===== config.mk =====
export PLATFORM = sky130hd
export DESIGN_NAME = glob_wildcard_matcher_unit
export DESIGN_NICKNAME = d
export VERILOG_FILES = /design/src/hdl/gwm_pkg.sv /design/src/hdl/gwm_cell.sv /design/src/hdl/gwm_resolve.sv /design/src/hdl/glob_wildcard_matcher_unit.sv
export SDC_FILE = /design/constraint.sdc
export NUM_CORES = 1
export LEC_CHECK = 0
export BUFFER_PORTS_ARGS = -buffer_cell sky130_fd_sc_hd__clkbuf_2
export CAP_MARGIN = 20
export CORE_MARGIN = 1
export CORE_UTILIZATION = 50
export CTS_BUF_LIST = sky130_fd_sc_hd__clkbuf_4
export CTS_CLUSTER_SIZE = 16
export DETAILED_ROUTE_END_ITERATION = 7
export PLACE_DENSITY = 0.67
export SETUP_SLACK_MARGIN = 0.15
export SYNTH_ARGS = -nofsm -noshare
export SYNTH_HDL_FRONTEND = slang
export SYNTH_HIERARCHICAL = 1
export SYNTH_SLANG_ARGS = --single-unit

===== constraint.sdc =====
create_clock -name clk -period 15.4 [get_ports clk]
set_input_delay 2.31 -clock clk [delete_from_list [all_inputs] [get_ports clk]]
set_output_delay 2.31 -clock clk [all_outputs]
set_load 0.005 [all_outputs]

===== src/hdl/gwm_pkg.sv =====
// Shared constants and types for the glob wildcard matcher.
`default_nettype none

package gwm_pkg;

  // Configuration register indexes
  localparam int REG_IDX_W = 3;
  localparam logic [REG_IDX_W-1:0] REG_PATTERN_LENGTH  = 3'd0;
  localparam logic [REG_IDX_W-1:0] REG_PATTERN_BYTES_0 = 3'd1;
  localparam logic [REG_IDX_W-1:0] REG_PATTERN_BYTES_1 = 3'd2;
  localparam logic [REG_IDX_W-1:0] REG_PATTERN_BYTES_2 = 3'd3;
  localparam logic [REG_IDX_W-1:0] REG_PATTERN_BYTES_3 = 3'd4;

  localparam int LEN_W       = 6;
  localparam int DATA_W      = 64;
  localparam int BYTE_W      = 8;
  localparam int PAT_REGS    = 4;
  // pattern bytes held in the registers; positions above read as zero
  localparam int REG_BYTES   = 32;

  localparam logic [BYTE_W-1:0] CHAR_ANY = 8'h3F;  // '?'
  localparam logic [BYTE_W-1:0] CHAR_RUN = 8'h2A;  // '*'

  // broadcast to every cell
  typedef struct packed {
    logic step;     // input beat accepted this cycle
    logic restart;  // beat ends the string
    logic empty;    // beat carries no byte
  } cell_ctl_t;

  // handed from cell i to cell i+1
  typedef struct packed {
    logic fwd;      // live star position: next position live as well
    logic adv;      // byte consumed: next position live after this beat
  } cell_link_t;

endpackage

`default_nettype wire


===== src/hdl/gwm_cell.sv =====
// One pattern position: live bit, star closure and byte advance.
`default_nettype none

module gwm_cell #(
  parameter logic START = 1'b0
) (
  input  wire                             clk,
  input  wire                             rst,
  input  gwm_pkg::cell_ctl_t              ctl,
  input  wire  [gwm_pkg::BYTE_W-1:0]      value_byte,
  input  wire  [gwm_pkg::BYTE_W-1:0]      pbyte,
  input  wire                             en,
  input  wire                             star_en,
  input  gwm_pkg::cell_link_t             link_in,
  output gwm_pkg::cell_link_t             link_out,
  output logic                            res_bit
);

  logic live;
  logic cur;
  logic stay;
  logic hit;
  logic live_next;

  // closed over a star on the left
  assign cur  = live | link_in.fwd;
  assign stay = cur & star_en;
  assign hit  = (pbyte == gwm_pkg::CHAR_ANY) || (pbyte == value_byte);

  assign link_out.fwd = stay;
  assign link_out.adv = cur & en & ~star_en & hit;

  assign live_next = stay | link_in.adv;
  assign res_bit   = ctl.empty ? cur : live_next;

  always_ff @(posedge clk) begin
    if (rst) begin
      live <= START;
    end else if (ctl.step) begin
      live <= ctl.restart ? START : live_next;
    end
  end

endmodule

`default_nettype wire


===== src/hdl/gwm_resolve.sv =====
// Closes a finished position vector over stars and picks the end position.
`default_nettype none

module gwm_resolve #(
  parameter int NPOS = 33
) (
  input  wire  [NPOS-1:0] vec,
  input  wire  [NPOS-1:0] star_en,
  input  wire  [NPOS-1:0] at_end,
  output logic            matched
);

  logic [NPOS-1:0] closed;

  assign closed[0] = vec[0];

  genvar i;
  generate
    for (i = 1; i < NPOS; i++) begin : g_close
      assign closed[i] = vec[i] | (closed[i-1] & star_en[i-1]);
    end
  endgenerate

  assign matched = |(closed & at_end);

endmodule

`default_nettype wire


===== src/hdl/glob_wildcard_matcher_unit.sv =====
// Top level of the streamed glob matcher: config registers, cell row, result stages.
//
//  channel | dir | handshake            | payload
//  --------+-----+----------------------+-----------------------------------------
//  in      | in  | in_valid / in_stall   | value_byte, last_byte, empty_string
//  out     | out | out_valid / out_stall | matched
//  cfg     | in  | cfg_valid / cfg_ready | cfg_index, cfg_data
//
// One byte beat per cycle while in_stall is low: every cell updates its live bit in parallel.
// An ending beat's vector is registered in the vector stage, then closed over stars and
// resolved into the output register, which holds the flag.
// Reset (rst, synchronous) leaves only position 0 live, both stages empty, pattern zero.
// in_stall rises only while the vector stage holds a result that the output
// register cannot take (output full and stalled).
`default_nettype none

module glob_wildcard_matcher_unit #(
  parameter int PATTERN_MAX = 32
) (
  input  wire                                 clk,
  input  wire                                 rst,
  // input byte channel
  input  wire                                 in_valid,
  output logic                                in_stall,
  input  wire  [7:0]                          value_byte,
  input  wire                                 last_byte,
  input  wire                                 empty_string,
  // result channel
  output logic                                out_valid,
  input  wire                                 out_stall,
  output logic                                matched,
  // configuration write channel
  input  wire                                 cfg_valid,
  output logic                                cfg_ready,
  input  wire  [gwm_pkg::REG_IDX_W-1:0]       cfg_index,
  input  wire  [gwm_pkg::DATA_W-1:0]          cfg_data
);

  localparam int NPOS = PATTERN_MAX + 1;           // positions 0..PATTERN_MAX
  localparam int LW   = $clog2(PATTERN_MAX + 1);   // holds any clamped length
  localparam int CW   = (LW > gwm_pkg::LEN_W) ? LW : gwm_pkg::LEN_W;

  // ---------------------------------------------------------------------------
  // Configuration registers; always ready
  // ---------------------------------------------------------------------------
  logic [gwm_pkg::LEN_W-1:0]  pattern_length;
  logic [gwm_pkg::DATA_W-1:0] pattern_regs [gwm_pkg::PAT_REGS];

  assign cfg_ready = 1'b1;

  always_ff @(posedge clk) begin
    if (rst) begin
      pattern_length <= '0;
      for (int k = 0; k < gwm_pkg::PAT_REGS; k++) begin
        pattern_regs[k] <= '0;
      end
    end else if (cfg_valid && cfg_ready) begin
      unique case (cfg_index)
        gwm_pkg::REG_PATTERN_LENGTH:  pattern_length  <= cfg_data[gwm_pkg::LEN_W-1:0];
        gwm_pkg::REG_PATTERN_BYTES_0: pattern_regs[0] <= cfg_data;
        gwm_pkg::REG_PATTERN_BYTES_1: pattern_regs[1] <= cfg_data;
        gwm_pkg::REG_PATTERN_BYTES_2: pattern_regs[2] <= cfg_data;
        gwm_pkg::REG_PATTERN_BYTES_3: pattern_regs[3] <= cfg_data;
        default: ;  // unmapped index: beat dropped
      endcase
    end
  end

  // Length beyond the cell row is taken as the full row
  logic [CW-1:0] len_wide;
  logic [LW-1:0] len_eff;

  assign len_wide = CW'(pattern_length);
  assign len_eff  = (len_wide > CW'(PATTERN_MAX)) ? LW'(PATTERN_MAX) : LW'(len_wide);

  // ---------------------------------------------------------------------------
  // Handshake and stage control
  // ---------------------------------------------------------------------------
  logic            in_take;
  logic            ends;
  logic            o_free;
  logic            a_free;
  logic            av;           // vector stage occupied
  logic [NPOS-1:0] a_vec;        // finished position vector
  logic [NPOS-1:0] res_vec;      // per-cell end vector of the current beat
  logic            res_match;

  assign o_free   = ~out_valid | ~out_stall;
  assign a_free   = ~av | o_free;
  assign in_stall = ~a_free;
  assign in_take  = in_valid & ~in_stall;
  assign ends     = last_byte | empty_string;

  gwm_pkg::cell_ctl_t ctl;

  assign ctl.step    = in_take;
  assign ctl.restart = ends;
  assign ctl.empty   = empty_string;

  // ---------------------------------------------------------------------------
  // Per-position pattern decode and the cell row
  // ---------------------------------------------------------------------------
  logic [gwm_pkg::BYTE_W-1:0] pbyte [NPOS];
  logic [NPOS-1:0]            en;       // position lies inside the pattern
  logic [NPOS-1:0]            at_end;   // position equals the pattern length
  logic [NPOS-1:0]            star_en;  // in-pattern star
  gwm_pkg::cell_link_t        link [NPOS+1];

  assign link[0] = '0;

  genvar i;
  generate
    for (i = 0; i < NPOS; i++) begin : g_pos
      if (i < gwm_pkg::REG_BYTES) begin : g_reg
        assign pbyte[i] = pattern_regs[i >> 3][8*(i & 7) +: 8];
      end else begin : g_zero
        assign pbyte[i] = '0;
      end

      assign en[i]      = LW'(i) < len_eff;
      assign at_end[i]  = LW'(i) == len_eff;
      assign star_en[i] = en[i] & (pbyte[i] == gwm_pkg::CHAR_RUN);

      gwm_cell #(
        .START ((i == 0) ? 1'b1 : 1'b0)
      ) u_cell (
        .clk        (clk),
        .rst        (rst),
        .ctl        (ctl),
        .value_byte (value_byte),
        .pbyte      (pbyte[i]),
        .en         (en[i]),
        .star_en    (star_en[i]),
        .link_in    (link[i]),
        .link_out   (link[i+1]),
        .res_bit    (res_vec[i])
      );
    end
  endgenerate

  // ---------------------------------------------------------------------------
  // Vector stage: holds an ending beat's positions
  // ---------------------------------------------------------------------------
  always_ff @(posedge clk) begin
    if (rst) begin
      av <= 1'b0;
    end else if (a_free) begin
      av <= in_take & ends;
    end
  end

  always_ff @(posedge clk) begin
    if (a_free && in_take && ends) begin
      a_vec <= res_vec;
    end
  end

  // Closure over trailing stars and pick of the end position
  gwm_resolve #(
    .NPOS (NPOS)
  ) u_resolve (
    .vec     (a_vec),
    .star_en (star_en),
    .at_end  (at_end),
    .matched (res_match)
  );

  // ---------------------------------------------------------------------------
  // Output register
  // ---------------------------------------------------------------------------
  always_ff @(posedge clk) begin
    if (rst) begin
      out_valid <= 1'b0;
    end else if (o_free) begin
      out_valid <= av;
    end
  end

  always_ff @(posedge clk) begin
    if (o_free && av) begin
      matched <= res_match;
    end
  end

`ifndef ASSERT_OFF
  // stall only comes from a blocked vector stage
  a_stall_cause: assert property (@(posedge clk) disable iff (rst)
    in_stall |-> av && out_valid && out_stall)
    else $error("input stalled without a blocked result");

  // an accepted ending beat always lands in the vector stage
  a_end_loads: assert property (@(posedge clk) disable iff (rst)
    in_valid && !in_stall && (last_byte || empty_string) |=> av)
    else $error("ending beat lost");

  // a blocked vector stage keeps its contents
  a_vec_hold: assert property (@(posedge clk) disable iff (rst)
    av && !o_free |=> av && $stable(a_vec))
    else $error("vector stage changed while blocked");

  // the vector stage empties into the output register
  a_out_fill: assert property (@(posedge clk) disable iff (rst)
    av && o_free |=> out_valid)
    else $error("result not moved to output");
`endif

endmodule

`default_nettype wire

==> results.toml <==
[detailed_routing]
wirelength_met1_um = 23620
wl_per_cell_um = 21.87
met2WireLength_um = 25240
wl_met3_um = 4061
dr_total_vias = 14540
drc_errors = 0
first_pass_iters = 6
drt_iter0_drc = 1195
wirelength_um = 54430
via_per_inst = 5.841
detail-route-antenna-nets = 0
top_layer_used = "met4"

[pwr]
power.internal_uw = 1492
ir_drop_uv = 57.35
switching_share_pct = 26.45
power_density_nw_per_um2 = 95.50
p_switching_uw = 536.6
comb_power_share_pct = 9.3
power_frac_clock_pct = 37.6
p_leak_uw = 0.007713
seq_power_share_pct = 53.0

[setup_path]
criticalPathCategory = "reg2reg"
cp.arrival_ns = 12.79
required_ns = 15.89
cp-end-kind = "flip-flop"
max_stage_delay_ns = 0.62
crit_path_top_delay_cell = "or4_1"
worst_setup_path_start_kind = "flip-flop"
crit_fanout = 26
regToRegSetupSlack_ns = 3.10

[clock_network]
cts-root-buf = "clkbuf_4"
clock_latency_ns = 0.77
htree_levels = 3
postCtsResizedCells = 0
cts_buffer_depth = 3
cts_sinks = 331
ctsHoldBuffers = 0
clkTransAtPathRegs_ns = 0.07
cts_tree = "done"
cts_buffers = 88
cts_setup_buffers = 0

[min_path]
hp-class = "reg2reg"

[grt]
grt_overflow = 0
grt_usage_pct = 27.84
grt_pass1_vias = 13820
antenna_found_initial = 2
grt_max_degree = 68
grt_pass1_wl_um = 81900

[placed_design]
gp_congestion = 0.9916
place_ws_ns = 3.382
dp_hpwl_um = 35170
numPortBuffers = 84

[timing]
relSlewSlack_pct = 26.92
slew_violations = 0
setup_slack_ns = 3.101
layout_min_cycle_time_ns = 12.30
fmax_mhz = 81.31
final.setup.tns_ns = 0
hold_violations = 0
setup_violations = 0
finalClockSkew_ns = 0.05103
period_share_pct = 79.86
tightest_slew_ns = 1.096
rsz0062_at_grt = "false"

[finish]
nets = 1988
syn_to_final_growth_pct = 10.06
drive_gt1_share_pct = 19.64
final_common_cell = "edfxtp_1"
fill_cells = 3370
layout_common_cells = "290 x edfxtp_1, 256 x xor2_1, 168 x and2_1, 132 x clkbuf_4, 122 x nor2_1"

[floorplanning]
initial_core_util_pct = 51.00
die_width_um = 198.5
ios = 86
core_um2 = 37840
die_area_um2 = 39390
die_h_um = 198.5
fp-row-count = 71

[logic_synthesis]
netlist_instances = 1784
synth_warnings = 6
avgSynthCellArea_um2 = 10.82
synth_area_um2 = 19300

[status]
status = "finished clean"

[job]
maxCapViolations = 0
-- through the flow --
step                hold slack (ns)  cells  util (%)  instance area, µm²  power (µW)
finish                       0.4723   2489     56.13               21240        2029
floorplan                    0.4448   1788         -               19310        1189
global route                 0.4915   2488     56.12               21240        2115
global placement             0.4621   2326     53.14               20110        1275
detailed placement           0.4624   2327     53.20               20130        1282
CTS                          0.4735   2487     56.12               21240        2046
-- layer usage --
layer,global-route usage [%],up-vias
met4,10.09,0
met2,44.70,641
met1,37.85,7041
met3,4.798,113
met5,0,-
li1,-,6743
-- worst paths after layout --
kind | startpoint | endpoint | depth (start not counted)
max reg2reg | len_wide[5] | a_vec[32] | 69
max | len_wide[5] | a_vec[32] | 69
min reg2reg | g_pos[18].u_cell/live | g_pos[18].u_cell/live | 2
min | g_pos[18].u_cell/live | g_pos[18].u_cell/live | 2
-- critical path: cells and delay by family, from the launching register on --
family | cells | cell delay (ns)
AO/OA/AOI/OAI | 1 | 0.10
buffers and inverters | 1 | 0.22
AND/OR/NAND/NOR | 67 | 11.41
flip-flops | 1 | 0.30
-- power groups by stage --
stage	clock, µW	combinational, µW	sequential, µW
after floorplan	0	108	1080
after global placement	0	184	1090
after detailed placement	0	189	1090
after CTS	782	189	1070
after global routing	829	205	1080
final	763	189	1080
-- registers in the layout, summed over array words and instances, names as in the netlist --
register           flops
len_wide               6
pattern_regs         256
out_valid              1
av                     1
a_vec                 33
g_pos.u_cell/live     33
matched                1
-- final cells by class --
| type | count | area, µm² | area share [%] |
|---|---|---|---|
| diodes | 2 | 5.005 | 0.02356 |
| clock buffers | 132 | 991.0 | 4.665 |
| clock inverters | 28 | 113.9 | 0.5360 |
| inverters | 44 | 165.2 | 0.7775 |
| multi-input cells | 1338 | 9223 | 43.42 |
| flip-flops and latches | 331 | 9529 | 44.86 |
| well taps | 511 | 639.4 | 3.010 |
| repair buffers | 103 | 575.6 | 2.710 |
Note: power is estimated with default switching activity, not from simulation.
